==> config.mk <==
export PLATFORM = sky130hd
export DESIGN_NAME = resp_command_deframer_top
export DESIGN_NICKNAME = d
export VERILOG_FILES = /design/src/rcd_pkg.sv /design/src/rcd_front.sv /design/src/rcd_queue.sv /design/src/rcd_back.sv /design/src/resp_command_deframer_top.sv
export VERILOG_INCLUDE_DIRS = /design/src /design/src/src
export SDC_FILE = /design/constraint.sdc
export NUM_CORES = 1
export LEC_CHECK = 0
export BUFFER_PORTS_ARGS = -buffer_cell sky130_fd_sc_hd__buf_4
export CORE_ASPECT_RATIO = 1.25
export CORE_MARGIN = 1.5
export CORE_UTILIZATION = 35
export DETAILED_ROUTE_END_ITERATION = 8
export PLACE_DENSITY = 0.62
export RECOVER_POWER = 100
export SYNTH_ARGS = -nofsm -noshare
export SYNTH_HDL_FRONTEND = slang
export SYNTH_SLANG_ARGS = --single-unit
export TNS_END_PERCENT = 100
==> constraint.sdc <==
create_clock -name clk -period 10.8 [get_ports clk]
set_clock_uncertainty 0.2 [all_clocks]
set_input_delay 0 -clock clk [delete_from_list [all_inputs] [get_ports clk]]
set_output_delay 0 -clock clk [all_outputs]
set_load 0.01 [all_outputs]
==> src/resp_command_deframer_top_macros.svh <==
// Assertion macros shared by the command deframer modules.
// Expects clk and rst to be visible in the module that expands them.
`ifndef RESP_COMMAND_DEFRAMER_TOP_MACROS_SVH
`define RESP_COMMAND_DEFRAMER_TOP_MACROS_SVH

// Consequent must hold in the same cycle as the antecedent.
`define RCD_ASSERT_NOW(label, ante, cons, msg) \
  label: assert property (@(posedge clk) disable iff (rst) (ante) |-> (cons)) \
    else $error(msg);

// Consequent must hold in the cycle after the antecedent.
`define RCD_ASSERT_NEXT(label, ante, cons, msg) \
  label: assert property (@(posedge clk) disable iff (rst) (ante) |=> (cons)) \
    else $error(msg);

`endif

==> src/rcd_pkg.sv <==
// Shared types and constants of the command deframer.
// Used by every module of the block; depends on nothing.
package rcd_pkg;

  localparam logic [4:0] ARG_LIMIT    = 5'd16;
  localparam logic [9:0] LENGTH_LIMIT = 10'd512;

  localparam int QUEUE_DEPTH = 4;
  localparam int QUEUE_AW    = $clog2(QUEUE_DEPTH);

  localparam logic [7:0] CH_STAR    = 8'h2A;
  localparam logic [7:0] CH_DOLLAR  = 8'h24;
  localparam logic [7:0] CH_NEWLINE = 8'h0A;
  localparam logic [7:0] CH_PLUS    = 8'h2B;
  localparam logic [7:0] CH_MINUS   = 8'h2D;
  localparam logic [7:0] CH_SPACE   = 8'h20;
  localparam logic [7:0] CH_TAB     = 8'h09;
  localparam logic [7:0] CH_CR      = 8'h0D;
  localparam logic [7:0] CH_VT      = 8'h0B;
  localparam logic [7:0] CH_FF      = 8'h0C;
  localparam logic [7:0] CH_ZERO    = 8'h30;
  localparam logic [7:0] CH_NINE    = 8'h39;

  typedef enum logic [2:0] {
    CL_NEWLINE,
    CL_STAR,
    CL_DOLLAR,
    CL_BLANK,
    CL_PLUS,
    CL_MINUS,
    CL_DIGIT,
    CL_OTHER
  } byte_class_t;

  typedef struct packed {
    logic [7:0]  data;
    byte_class_t cls;
  } item_t;

  typedef enum logic [2:0] {
    PH_STAR,
    PH_COUNT,
    PH_DOLLAR,
    PH_LEN,
    PH_DATA,
    PH_TR1,
    PH_TR2
  } phase_t;

  typedef enum logic [1:0] {
    K_FRAME,
    K_DATA,
    K_DONE,
    K_ERR
  } kind_t;

  typedef enum logic [2:0] {
    E_NONE,
    E_NO_STAR,
    E_BAD_COUNT,
    E_NO_DOLLAR,
    E_BAD_LENGTH
  } err_t;

  typedef enum logic [1:0] {
    REG_MAX_ARG_COUNT,
    REG_MAX_ARG_LENGTH,
    REG_ALLOW_EMPTY
  } reg_index_t;

  typedef struct packed {
    logic [4:0] max_arg_count;
    logic [9:0] max_arg_length;
    logic       allow_empty;
  } cfg_t;

  typedef struct packed {
    kind_t       kind;
    logic [3:0]  arg_index;
    logic [7:0]  payload_byte;
    logic        last_of_arg;
    logic [4:0]  arg_total;
    logic [15:0] bytes_used;
    err_t        error_code;
  } result_t;

endpackage

==> src/rcd_front.sv <==
// Front end: accepts raw bytes and tags each with its character class.
// Depends on rcd_pkg; feeds rcd_queue.
module rcd_front (
  input  logic          byte_valid,
  input  logic [7:0]    in_byte,
  input  logic          q_full,
  output logic          byte_stall,
  output logic          push,
  output rcd_pkg::item_t item
);

  rcd_pkg::byte_class_t cls;

  always_comb begin
    case (in_byte)
      rcd_pkg::CH_NEWLINE: cls = rcd_pkg::CL_NEWLINE;
      rcd_pkg::CH_STAR:    cls = rcd_pkg::CL_STAR;
      rcd_pkg::CH_DOLLAR:  cls = rcd_pkg::CL_DOLLAR;
      rcd_pkg::CH_PLUS:    cls = rcd_pkg::CL_PLUS;
      rcd_pkg::CH_MINUS:   cls = rcd_pkg::CL_MINUS;
      rcd_pkg::CH_SPACE,
      rcd_pkg::CH_TAB,
      rcd_pkg::CH_CR,
      rcd_pkg::CH_VT,
      rcd_pkg::CH_FF:      cls = rcd_pkg::CL_BLANK;
      default: begin
        if (in_byte >= rcd_pkg::CH_ZERO && in_byte <= rcd_pkg::CH_NINE) begin
          cls = rcd_pkg::CL_DIGIT;
        end else begin
          cls = rcd_pkg::CL_OTHER;
        end
      end
    endcase
  end

  assign byte_stall = q_full;
  assign push       = byte_valid && !q_full;
  assign item.data  = in_byte;
  assign item.cls   = cls;

endmodule

==> src/rcd_queue.sv <==
// Short queue of classified bytes between the front end and the sequencer.
// Depends on rcd_pkg and the assertion macros.
`include "resp_command_deframer_top_macros.svh"
module rcd_queue (
  input  logic           clk,
  input  logic           rst,
  input  logic           push,
  input  rcd_pkg::item_t wr_item,
  input  logic           pop,
  output rcd_pkg::item_t rd_item,
  output logic           valid,
  output logic           full
);

  rcd_pkg::item_t                mem [rcd_pkg::QUEUE_DEPTH];
  logic [rcd_pkg::QUEUE_AW-1:0]  wr_ptr;
  logic [rcd_pkg::QUEUE_AW-1:0]  rd_ptr;
  logic [rcd_pkg::QUEUE_AW-1:0]  rd_ptr_next;
  logic [rcd_pkg::QUEUE_AW:0]    count;
  logic [rcd_pkg::QUEUE_AW:0]    count_plus;
  logic [rcd_pkg::QUEUE_AW:0]    depth_cnt;

  function automatic logic [rcd_pkg::QUEUE_AW-1:0] ptr_inc(
    input logic [rcd_pkg::QUEUE_AW-1:0] p
  );
    if (p == rcd_pkg::QUEUE_AW'(rcd_pkg::QUEUE_DEPTH - 1)) begin
      return '0;
    end
    return p + rcd_pkg::QUEUE_AW'(1);
  endfunction

  assign rd_ptr_next = pop ? ptr_inc(rd_ptr) : rd_ptr;
  assign count_plus  = count + (rcd_pkg::QUEUE_AW+1)'(1);
  assign depth_cnt   = (rcd_pkg::QUEUE_AW+1)'(rcd_pkg::QUEUE_DEPTH);

  always_ff @(posedge clk) begin
    if (push) begin
      mem[wr_ptr] <= wr_item;
    end
    // take the incoming item as head when nothing older is left behind it
    if (push && rd_ptr_next == wr_ptr) begin
      rd_item <= wr_item;
    end else begin
      rd_item <= mem[rd_ptr_next];
    end
  end

  always_ff @(posedge clk) begin
    if (rst) begin
      wr_ptr <= '0;
      rd_ptr <= '0;
      count  <= '0;
    end else begin
      if (push) begin
        wr_ptr <= ptr_inc(wr_ptr);
      end
      rd_ptr <= rd_ptr_next;
      case ({push, pop})
        2'b10:   count <= count_plus;
        2'b01:   count <= count - (rcd_pkg::QUEUE_AW+1)'(1);
        default: count <= count;
      endcase
    end
  end

  assign valid   = (count != '0);
  assign full    = (count == depth_cnt);

  `RCD_ASSERT_NOW(a_count_bound, 1'b1, count <= depth_cnt, "queue count above depth")
  `RCD_ASSERT_NEXT(a_count_grows, push && !pop, count == $past(count_plus), "count stuck on push")

endmodule

==> src/rcd_back.sv <==
// Back end: command sequencer and output register.
// Depends on rcd_pkg and the assertion macros; pops items from rcd_queue.
`include "resp_command_deframer_top_macros.svh"
module rcd_back (
  input  logic             clk,
  input  logic             rst,
  input  rcd_pkg::cfg_t    cfg,
  input  logic             q_valid,
  input  rcd_pkg::item_t   q_item,
  output logic             q_pop,
  input  logic             result_stall,
  output logic             result_valid,
  output rcd_pkg::result_t result
);

  rcd_pkg::phase_t phase;
  rcd_pkg::phase_t phase_next;
  logic [15:0] accum;
  logic [15:0] accum_next;
  logic        num_seen;
  logic        num_seen_next;
  logic        num_neg;
  logic        num_neg_next;
  logic        num_end;
  logic        num_end_next;
  logic [4:0]  args_expected;
  logic [4:0]  args_expected_next;
  logic [4:0]  args_done;
  logic [4:0]  args_done_next;
  logic [9:0]  bytes_left;
  logic [9:0]  bytes_left_next;
  logic [15:0] byte_count;
  logic [15:0] byte_count_next;
  rcd_pkg::result_t res_next;

  logic [4:0]  cnt_lim;
  logic [9:0]  len_lim;
  logic [15:0] byte_count_inc;
  logic [19:0] acc_prod;
  logic [15:0] acc_digit;
  logic        num_negative;
  logic        count_bad;
  logic        len_bad;
  logic [4:0]  args_done_inc;
  logic [9:0]  bytes_left_dec;
  logic        is_nl;

  assign q_pop = q_valid && (!result_valid || !result_stall);
  assign is_nl = (q_item.cls == rcd_pkg::CL_NEWLINE);

  assign cnt_lim = (cfg.max_arg_count < rcd_pkg::ARG_LIMIT) ? cfg.max_arg_count
                                                            : rcd_pkg::ARG_LIMIT;
  assign len_lim = (cfg.max_arg_length < rcd_pkg::LENGTH_LIMIT) ? cfg.max_arg_length
                                                                : rcd_pkg::LENGTH_LIMIT;
  assign byte_count_inc = (byte_count != 16'hFFFF) ? byte_count + 16'd1 : byte_count;

  // accum * 10 + digit, clamped to 16 bits
  assign acc_prod  = ({4'b0, accum} << 3) + ({4'b0, accum} << 1)
                   + {16'b0, q_item.data[3:0]};
  assign acc_digit = (acc_prod > 20'h0FFFF) ? 16'hFFFF : acc_prod[15:0];

  assign num_negative = num_neg && (accum != 16'd0);
  assign count_bad = num_negative || (accum == 16'd0) || (accum > {11'b0, cnt_lim});
  assign len_bad   = num_negative || (accum > {6'b0, len_lim})
                   || ((accum == 16'd0) && !cfg.allow_empty);
  assign args_done_inc  = args_done + 5'd1;
  assign bytes_left_dec = (bytes_left != 10'd0) ? bytes_left - 10'd1 : 10'd0;

  always_comb begin
    phase_next = phase;
    if (q_pop) begin
      case (phase)
        rcd_pkg::PH_COUNT: begin
          if (is_nl) begin
            phase_next = count_bad ? rcd_pkg::PH_STAR : rcd_pkg::PH_DOLLAR;
          end
        end
        rcd_pkg::PH_DOLLAR: begin
          phase_next = (q_item.cls == rcd_pkg::CL_DOLLAR) ? rcd_pkg::PH_LEN
                                                          : rcd_pkg::PH_STAR;
        end
        rcd_pkg::PH_LEN: begin
          if (is_nl) begin
            if (len_bad) begin
              phase_next = rcd_pkg::PH_STAR;
            end else if (accum[9:0] != 10'd0) begin
              phase_next = rcd_pkg::PH_DATA;
            end else begin
              phase_next = rcd_pkg::PH_TR1;
            end
          end
        end
        rcd_pkg::PH_DATA: begin
          if (bytes_left_dec == 10'd0) begin
            phase_next = rcd_pkg::PH_TR1;
          end
        end
        rcd_pkg::PH_TR1: phase_next = rcd_pkg::PH_TR2;
        rcd_pkg::PH_TR2: begin
          phase_next = (args_done_inc == args_expected) ? rcd_pkg::PH_STAR
                                                        : rcd_pkg::PH_DOLLAR;
        end
        default: begin
          phase_next = (q_item.cls == rcd_pkg::CL_STAR) ? rcd_pkg::PH_COUNT
                                                        : rcd_pkg::PH_STAR;
        end
      endcase
    end
  end

  always_comb begin
    accum_next         = accum;
    num_seen_next      = num_seen;
    num_neg_next       = num_neg;
    num_end_next       = num_end;
    args_expected_next = args_expected;
    args_done_next     = args_done;
    bytes_left_next    = bytes_left;
    byte_count_next    = byte_count_inc;
    res_next           = '0;
    res_next.kind       = rcd_pkg::K_FRAME;
    res_next.error_code = rcd_pkg::E_NONE;

    case (phase)
      rcd_pkg::PH_COUNT,
      rcd_pkg::PH_LEN: begin
        if (!is_nl) begin
          // atoi-style digit reader; stops at the first non-digit
          if (!num_end) begin
            if (!num_seen && q_item.cls == rcd_pkg::CL_BLANK) begin
              num_seen_next = 1'b0;
            end else if (!num_seen && (q_item.cls == rcd_pkg::CL_PLUS ||
                                       q_item.cls == rcd_pkg::CL_MINUS)) begin
              num_seen_next = 1'b1;
              num_neg_next  = (q_item.cls == rcd_pkg::CL_MINUS);
            end else if (q_item.cls == rcd_pkg::CL_DIGIT) begin
              num_seen_next = 1'b1;
              accum_next    = acc_digit;
            end else begin
              num_seen_next = 1'b1;
              num_end_next  = 1'b1;
            end
          end
        end else if (phase == rcd_pkg::PH_COUNT) begin
          if (count_bad) begin
            res_next.kind       = rcd_pkg::K_ERR;
            res_next.error_code = rcd_pkg::E_BAD_COUNT;
          end else begin
            args_expected_next = accum[4:0];
            args_done_next     = 5'd0;
          end
        end else begin
          if (len_bad) begin
            res_next.kind       = rcd_pkg::K_ERR;
            res_next.error_code = rcd_pkg::E_BAD_LENGTH;
          end else begin
            bytes_left_next = accum[9:0];
          end
        end
      end
      rcd_pkg::PH_DOLLAR: begin
        if (q_item.cls == rcd_pkg::CL_DOLLAR) begin
          accum_next    = 16'd0;
          num_seen_next = 1'b0;
          num_neg_next  = 1'b0;
          num_end_next  = 1'b0;
        end else begin
          res_next.kind       = rcd_pkg::K_ERR;
          res_next.error_code = rcd_pkg::E_NO_DOLLAR;
        end
      end
      rcd_pkg::PH_DATA: begin
        res_next.kind         = rcd_pkg::K_DATA;
        res_next.arg_index    = args_done[3:0];
        res_next.payload_byte = q_item.data;
        res_next.last_of_arg  = (bytes_left <= 10'd1);
        bytes_left_next       = bytes_left_dec;
      end
      rcd_pkg::PH_TR1: begin
        res_next.kind = rcd_pkg::K_FRAME;
      end
      rcd_pkg::PH_TR2: begin
        args_done_next = args_done_inc;
        if (args_done_inc == args_expected) begin
          res_next.kind       = rcd_pkg::K_DONE;
          res_next.arg_total  = args_done_inc;
          res_next.bytes_used = byte_count_inc;
        end
      end
      default: begin
        if (q_item.cls == rcd_pkg::CL_STAR) begin
          accum_next    = 16'd0;
          num_seen_next = 1'b0;
          num_neg_next  = 1'b0;
          num_end_next  = 1'b0;
        end else begin
          res_next.kind       = rcd_pkg::K_ERR;
          res_next.error_code = rcd_pkg::E_NO_STAR;
        end
      end
    endcase

    // drop all command state after completion or an error
    if (res_next.kind == rcd_pkg::K_ERR || res_next.kind == rcd_pkg::K_DONE) begin
      accum_next         = 16'd0;
      num_seen_next      = 1'b0;
      num_neg_next       = 1'b0;
      num_end_next       = 1'b0;
      args_expected_next = 5'd0;
      args_done_next     = 5'd0;
      bytes_left_next    = 10'd0;
      byte_count_next    = 16'd0;
    end
  end

  always_ff @(posedge clk) begin
    if (rst) begin
      phase         <= rcd_pkg::PH_STAR;
      accum         <= 16'd0;
      num_seen      <= 1'b0;
      num_neg       <= 1'b0;
      num_end       <= 1'b0;
      args_expected <= 5'd0;
      args_done     <= 5'd0;
      bytes_left    <= 10'd0;
      byte_count    <= 16'd0;
    end else if (q_pop) begin
      phase         <= phase_next;
      accum         <= accum_next;
      num_seen      <= num_seen_next;
      num_neg       <= num_neg_next;
      num_end       <= num_end_next;
      args_expected <= args_expected_next;
      args_done     <= args_done_next;
      bytes_left    <= bytes_left_next;
      byte_count    <= byte_count_next;
    end
  end

  always_ff @(posedge clk) begin
    if (q_pop) begin
      result <= res_next;
    end
  end

  always_ff @(posedge clk) begin
    if (rst) begin
      result_valid <= 1'b0;
    end else if (q_pop) begin
      result_valid <= 1'b1;
    end else if (!result_stall) begin
      result_valid <= 1'b0;
    end
  end

  `RCD_ASSERT_NOW(a_done_total, result_valid && result.kind == rcd_pkg::K_DONE, result.arg_total != 5'd0, "completion with zero arguments")
  `RCD_ASSERT_NOW(a_data_left, phase == rcd_pkg::PH_DATA, bytes_left != 10'd0, "payload phase with no bytes left")
  `RCD_ASSERT_NOW(a_err_code, result_valid && result.kind != rcd_pkg::K_ERR, result.error_code == rcd_pkg::E_NONE, "error code on a non-error result")

endmodule

==> src/resp_command_deframer_top.sv <==
// Request command deframer: top level with configuration registers.
// Depends on rcd_pkg, rcd_front, rcd_queue and rcd_back.
//
// Usage: bytes of a '*N' / '$L' framed command enter on in_byte under
// byte_valid/byte_stall; an item is taken when byte_valid is high and
// byte_stall is low. Every byte yields exactly one result on the result
// channel (result_valid/result_stall): framing, payload with argument index
// and last flag, completion with argument count and bytes used, or an error.
// An accepted byte is registered at the queue head, then in the result
// register. Throughput: one byte per cycle unless result_stall holds it;
// the sequencer steps once per byte (times-ten count update, limit compares).
// Reset clears the queue and result_valid, sets max_arg_count 16,
// max_arg_length 512, allow_empty_args 1, and waits for '*'.
// When the receiver stalls, the result holds and up to four bytes collect
// in the queue; byte_stall rises once the queue is full.
// Configuration: cfg_write with cfg_index 0..2 writes one register; write
// only while the block is idle.
module resp_command_deframer_top (
  input  logic        clk,
  input  logic        rst,
  input  logic        cfg_write,
  input  logic [1:0]  cfg_index,
  input  logic [9:0]  cfg_data,
  input  logic        byte_valid,
  output logic        byte_stall,
  input  logic [7:0]  in_byte,
  output logic        result_valid,
  input  logic        result_stall,
  output logic [1:0]  kind,
  output logic [3:0]  arg_index,
  output logic [7:0]  payload_byte,
  output logic        last_of_arg,
  output logic [4:0]  arg_total,
  output logic [15:0] bytes_used,
  output logic [2:0]  error_code
);

  rcd_pkg::cfg_t    cfg;
  rcd_pkg::item_t   f_item;
  rcd_pkg::item_t   q_item;
  rcd_pkg::result_t result;
  logic             push;
  logic             q_full;
  logic             q_valid;
  logic             q_pop;

  always_ff @(posedge clk) begin
    if (rst) begin
      cfg.max_arg_count  <= 5'd16;
      cfg.max_arg_length <= 10'd512;
      cfg.allow_empty    <= 1'b1;
    end else if (cfg_write) begin
      case (cfg_index)
        rcd_pkg::REG_MAX_ARG_COUNT:  cfg.max_arg_count  <= cfg_data[4:0];
        rcd_pkg::REG_MAX_ARG_LENGTH: cfg.max_arg_length <= cfg_data;
        rcd_pkg::REG_ALLOW_EMPTY:    cfg.allow_empty    <= cfg_data[0];
        default: cfg <= cfg;
      endcase
    end
  end

  rcd_front u_front (
    .byte_valid (byte_valid),
    .in_byte    (in_byte),
    .q_full     (q_full),
    .byte_stall (byte_stall),
    .push       (push),
    .item       (f_item)
  );

  rcd_queue u_queue (
    .clk     (clk),
    .rst     (rst),
    .push    (push),
    .wr_item (f_item),
    .pop     (q_pop),
    .rd_item (q_item),
    .valid   (q_valid),
    .full    (q_full)
  );

  rcd_back u_back (
    .clk          (clk),
    .rst          (rst),
    .cfg          (cfg),
    .q_valid      (q_valid),
    .q_item       (q_item),
    .q_pop        (q_pop),
    .result_stall (result_stall),
    .result_valid (result_valid),
    .result       (result)
  );

  assign kind         = result.kind;
  assign arg_index    = result.arg_index;
  assign payload_byte = result.payload_byte;
  assign last_of_arg  = result.last_of_arg;
  assign arg_total    = result.arg_total;
  assign bytes_used   = result.bytes_used;
  assign error_code   = result.error_code;

endmodule
### Word-level counts from Yosys, hierarchy flattened

Memories as Yosys holds them, arrays and structs flattened. A register that Yosys moved wholly into a read port is not among the register bits.
Cells that the tools add are included.

* register bits after elaboration: 121
* RAM bits: 44
* bits of input ports: 25
* output and inout port bits: 41
* memories kept: 1

* equal/unequal tests: 51
* reductions and logical operators: 49
* magnitude comparators: 8
* $add $sub $neg: 9
* multiplexer cells: 91

Memories
* u_queue.mem: words 4, bits a word 11, rd ports 1, clocked after memory_dff 1, write ports 1, RTL line rcd_queue.sv:15 `rcd_pkg::item_t mem [rcd_pkg::QUEUE_DEPTH];`

Operators with widths (count)
* $mux 16: 11
* $mux 10: 6
* $mux 5: 10
* $pmux 16 s3: 1
* $eq 8x4->1 const B: 5
* $eq 8x6->1 const B: 5
* $pmux 3 s6: 2
* $mux 2: 17
* $mux 1: 29
* $eq 3x3->1 const B: 7
* $mux 3: 7
* $ne 3x3->1 const B: 7
* $add 19x17->20: 1
* $add 20x4->20: 1
* $gt 20x16->1 const B: 1
* $pmux 10 s2: 1
* $reduce_and 5->1: 4
* $reduce_bool 10->1: 2
* $add 16x1->16 const B: 1
* $gt 16x10->1: 1
* $gt 16x5->1: 1
* $logic_not 16->1: 1
* $ne 16x16->1 const B: 1
* $reduce_bool 16->1: 1
* 40 further kinds: 85

### Longest topological paths before layout

* word-level depth: 13
* depth in mapped cells: 14
* mapped depth without buffers: 12

### Modules after synthesis

Synthesis repeated with hierarchy kept, for this count alone.

* cell total of the unflattened synthesis: 923
* area, all modules: 9308.9 µm²

Modules (own cells, without submodules)
* rcd_back: sequential area each 2352.3 µm², cells an instance 714, area an instance 6332.3 µm², times used 1
* rcd_queue: sequential area each 1501.4 µm², cells an instance 99, area an instance 2016.9 µm², times used 1
* resp_command_deframer_top: sequential area each 320.3 µm², cells an instance 68, area an instance 698.2 µm², times used 1
* rcd_front: sequential area each 0.0 µm², cells an instance 42, area an instance 261.5 µm², times used 1

### Worst setup path after synthesis

OpenSTA, ideal clock, no wires.

* path type: flip-flop to flip-flop
* start point: register with a tool-made name
* end point: register u_back.accum[15]
* clock period less this slack: 4138 ps
* arrival time: 3804 ps
* data required time: 10466 ps
* stages on the path, launching flop included: 14
* setup slack: 6662 ps
* cell sequence: dfxtp_1 > buf_6 > mux4_2 > fa_1 > fa_1 > a211oi_1 > o21ai_0 > o211ai_1 > o22ai_1 > o21bai_1 > a2111oi_2 > clkbuf_1 > a21boi_0 > o221ai_1

RTL lines
* end signal, assigned: RTL line rcd_back.sv:229 `accum <= accum_next;`
* end, declared: RTL line rcd_back.sv:18 `logic [15:0] accum;`

==> metrics.txt <==
outcome complete, but fails checks; failing checks max-capacitance violations, max-slew violations; Placement Cell Area between 10000 and 15000 sq um; DRC 0; Levels on crit path 8; first-pass GRT wire length roughly 38 mm; number of synthesized flops with an enable pin 83; Synth Warn # 0; cell area after layout 10900 sq um; CTS H-Tree Depth 4; Crit Path Category reg -> reg; Critical Path Source Type flip-flop; Area contributors post-synth edfxtp_1 26%, dfxtp_1 18%, ha_1 7.3%, nor2_1 3.3%, nand2_1 3.3%; initial antenna violation count 0; peak supply drop roughly 0.13 mV; Seq/Total Area, Yosys 43.6%; slowest cell on the critical path a21oi_1; final setup vio count 0; area grow syn2layout 13.7%; Post-synth top cells 85 x nor2_1, 84 x dfxtp_1, 84 x nand2_1, 83 x edfxtp_1, 56 x ha_1; core area roughly 27000 sq um; vias in the first global route 7453; Yosys top cell by area edfxtp_1; Post-CTS Setup Bufs 0; syn_nets ~1100; final worst slack 5.13 ns; WL/cell ~17 microns; RSZ-0062 raised after global routing no; M3 GR Usage under 10%; vias per cell between 5 and 6; Layout Cells excl Fill 1394; drt pass-1 iters 6; Inst Count DP 1337; Pleak between 3 and 4 nW; Worst-path clk slew roughly 0.07 ns; MaxCap Viol Count 1; TNS Setup 0 ns; Post-Synthesis Cells approximately 980; Worst EP arrival between 5 and 6 ns; critical path's largest stage delay around 1.1 ns; worst slew pin tran ~2.7 ns; hpwl dp roughly 16 mm; Die X ~150 microns; Hold Path Class in -> reg; Power Dens Cells roughly 180 nW/um^2; CP max FO 25; Main synth FF type dfxtp_1; Reg2Reg Setup Slack between 5 and 6 ns; DRT iter0 DRCs approximately 460; critical path's top delay family compound AO/OA/AOI/OAI gates; fin crit share between 50% and 60%; Clock Latency Late Sink 0.42 ns; total grt overflow 0; Ports 66; Die Ht approximately 190 microns; CP Capture Type flip-flop; met2 Resource Use GR between 20% and 30%; die area ~28000 sq um; Final Max Tran Viols 50; register bit total from synthesis 167; root buffer selected by CTS clkbuf_16; Sink Count between 150 and 200; ys async rst share 0%; post-synth top area share 26.1%; met1 Use GR 21.5%; Buf/Inv on CP 1; most used routing layer met2; GRT Overall Usage between 10% and 20%; Mean Syn Cell Area about 9.8 sq um; Final ANT Viol Nets 0; setup slack at placement between 6 and 7 ns; Fin. Hold Viols 0; # fillers approximately 2700; # rows 67; critical-path cell list mux4_2 > nor3b_1 > and2_0 > o21ai_0 > a21oi_1 > clkbuf_1 > o221a_1 > a211o_1; TritonCTS buffer count 17; Tmin final 5.67 ns; Rel. slew slack -78.4%; most common cell in the netlist nor2_1; register area about 4200 sq um; post-CTS sizing 0; CTS tree built; depth of the most critical reg-to-reg path 8; number of diodes 0; Netlist cell types 86; hold path cells 3; Port Buffers 65; share of cells above drive strength 1 ~7.4%; DR vias ~7600; Min-Delay Endpoint u_queue.rd_ptr[1]; hold_sp rst; clock tree buffer depth 2; largest net degree at the start of global routing between 50 and 60; starting density of the core a little over a third; multi-input logic area 4980 sq um; synthesized cell area 9560 sq um; fin nets roughly 1100; final WL roughly 23 mm; global placer's final weighted congestion around 0.87; f_max 176 MHz; reg-to-reg endpoint u_back.bytes_left[4]; worst endpoint required time around 11 ns
==> kinds of logic (layout without fill, tap and decap cells) <==
kind of cell               Yosys count  after routing  synth area share [%]
and+or+nand+nor                    366            366                  19.7
AOI/OAI and AO/OA                  233            233                  16.7
DFF                                167            167                  43.6
buffers and inverters               86            158                  3.98
adders and majority gates           59             59                  7.95
xor gates and xnor gates            35             35                  3.35
muxes                               31             31                  4.70
==> power breakdown <==
part	switching [mW]	leakage [nW]	internal, mW
clock	0.262	0.285	0.350
sequential	0.0553	1.44	0.800
combinational	0.332	2.12	0.146
total	0.649	3.85	1.30
==> flip-flops by register name, summed over array words and instances (netlist names), named ones only <==
register	count
u_back.num_neg	1
u_back.phase	3
u_queue.mem	44
cfg	16
u_queue.wr_ptr	2
u_queue.rd_ptr	2
u_back.num_end	1
u_back.accum	16
u_queue.count	3
u_back.byte_count	16
u_back.args_done	5
u_back.num_seen	1
u_back.bytes_left	10
u_back.args_expected	5
u_back.result_valid	1
u_back.result	39
==> cell type report <==
class | instances | share of cell area, %
Multi-Input combinational cell | 724 | 45.8
Sequential cell | 167 | 38.4
Timing Repair Buffer | 96 | 5.34
Clock buffer | 19 | 4.07
Tap cell | 345 | 3.97
Clock inverter | 13 | 1.35
Inverter | 30 | 1.04
==> repair_timing <==
action | in CTS | in global routing
endpoints found under the setup margin | 0 | 0
hold buffers | 25 | 0
endpoints found under the hold margin | 63 | 0
==> how the worst max path moves through the flow <==
| stage | startpoint | to | slack (ns) |
|---|---|---|---|
| CTS | flip-flop | u_back.accum[6] | 6.06 |
| global placement | flip-flop | u_back.accum[15] | 6.16 |
| detailed placement | flip-flop | u_back.accum[8] | 6.08 |
| floorplan | flip-flop | u_back.accum[15] | 6.66 |
| global route | flip-flop | u_back.args_done[3] | 4.80 |
| finish | flip-flop | u_back.bytes_left[4] | 5.13 |
==> worst register-to-register path, cell delays in order (launching register included) <==
cell,delay [ns]
dfxtp_1,0.82
mux4_2,0.75
nor3b_1,0.52
and2_0,0.32
o21ai_0,0.18
a21oi_1,1.09
clkbuf_1,0.94
o221a_1,0.60
a211o_1,0.19
==> routing by layer <==
layer | part of all wire, % | vias to the layer above
li1 | - | 3762
met1 | 44 | 3659
met2 | 50 | 188
met3 | 3.8 | 21
met4 | 1.9 | 0
met5 | 0 | -
==> per-stage QoR <==
stage          hold WS, ns  util [%]  total power, mW
5_1_grt             0.0738      40.5             2.05
4_1_cts             0.0299      41.4             2.03
3_3_place_gp        0.0230      38.3             1.40
3_5_place_dp        0.0309      38.3             1.41
6_report            0.0439      40.5             1.95
2_1_floorplan       -0.101         -             1.20
==> cell usage in the layout, fill, tap and decap left out, types with 20 or more instances in the layout <==
cell type / count
nor3_1: 48
nor2_1: 86
o21ai_0: 54
xnor2_1: 20
clkbuf_1: 55
nor2b_1: 20
ha_1: 56
a21oi_1: 51
dlygate4sd3_1: 25
inv_1: 29
nand2_1: 84
dfxtp_1: 84
edfxtp_1: 83
No activity file was read; power rests on OpenSTA's default activity.
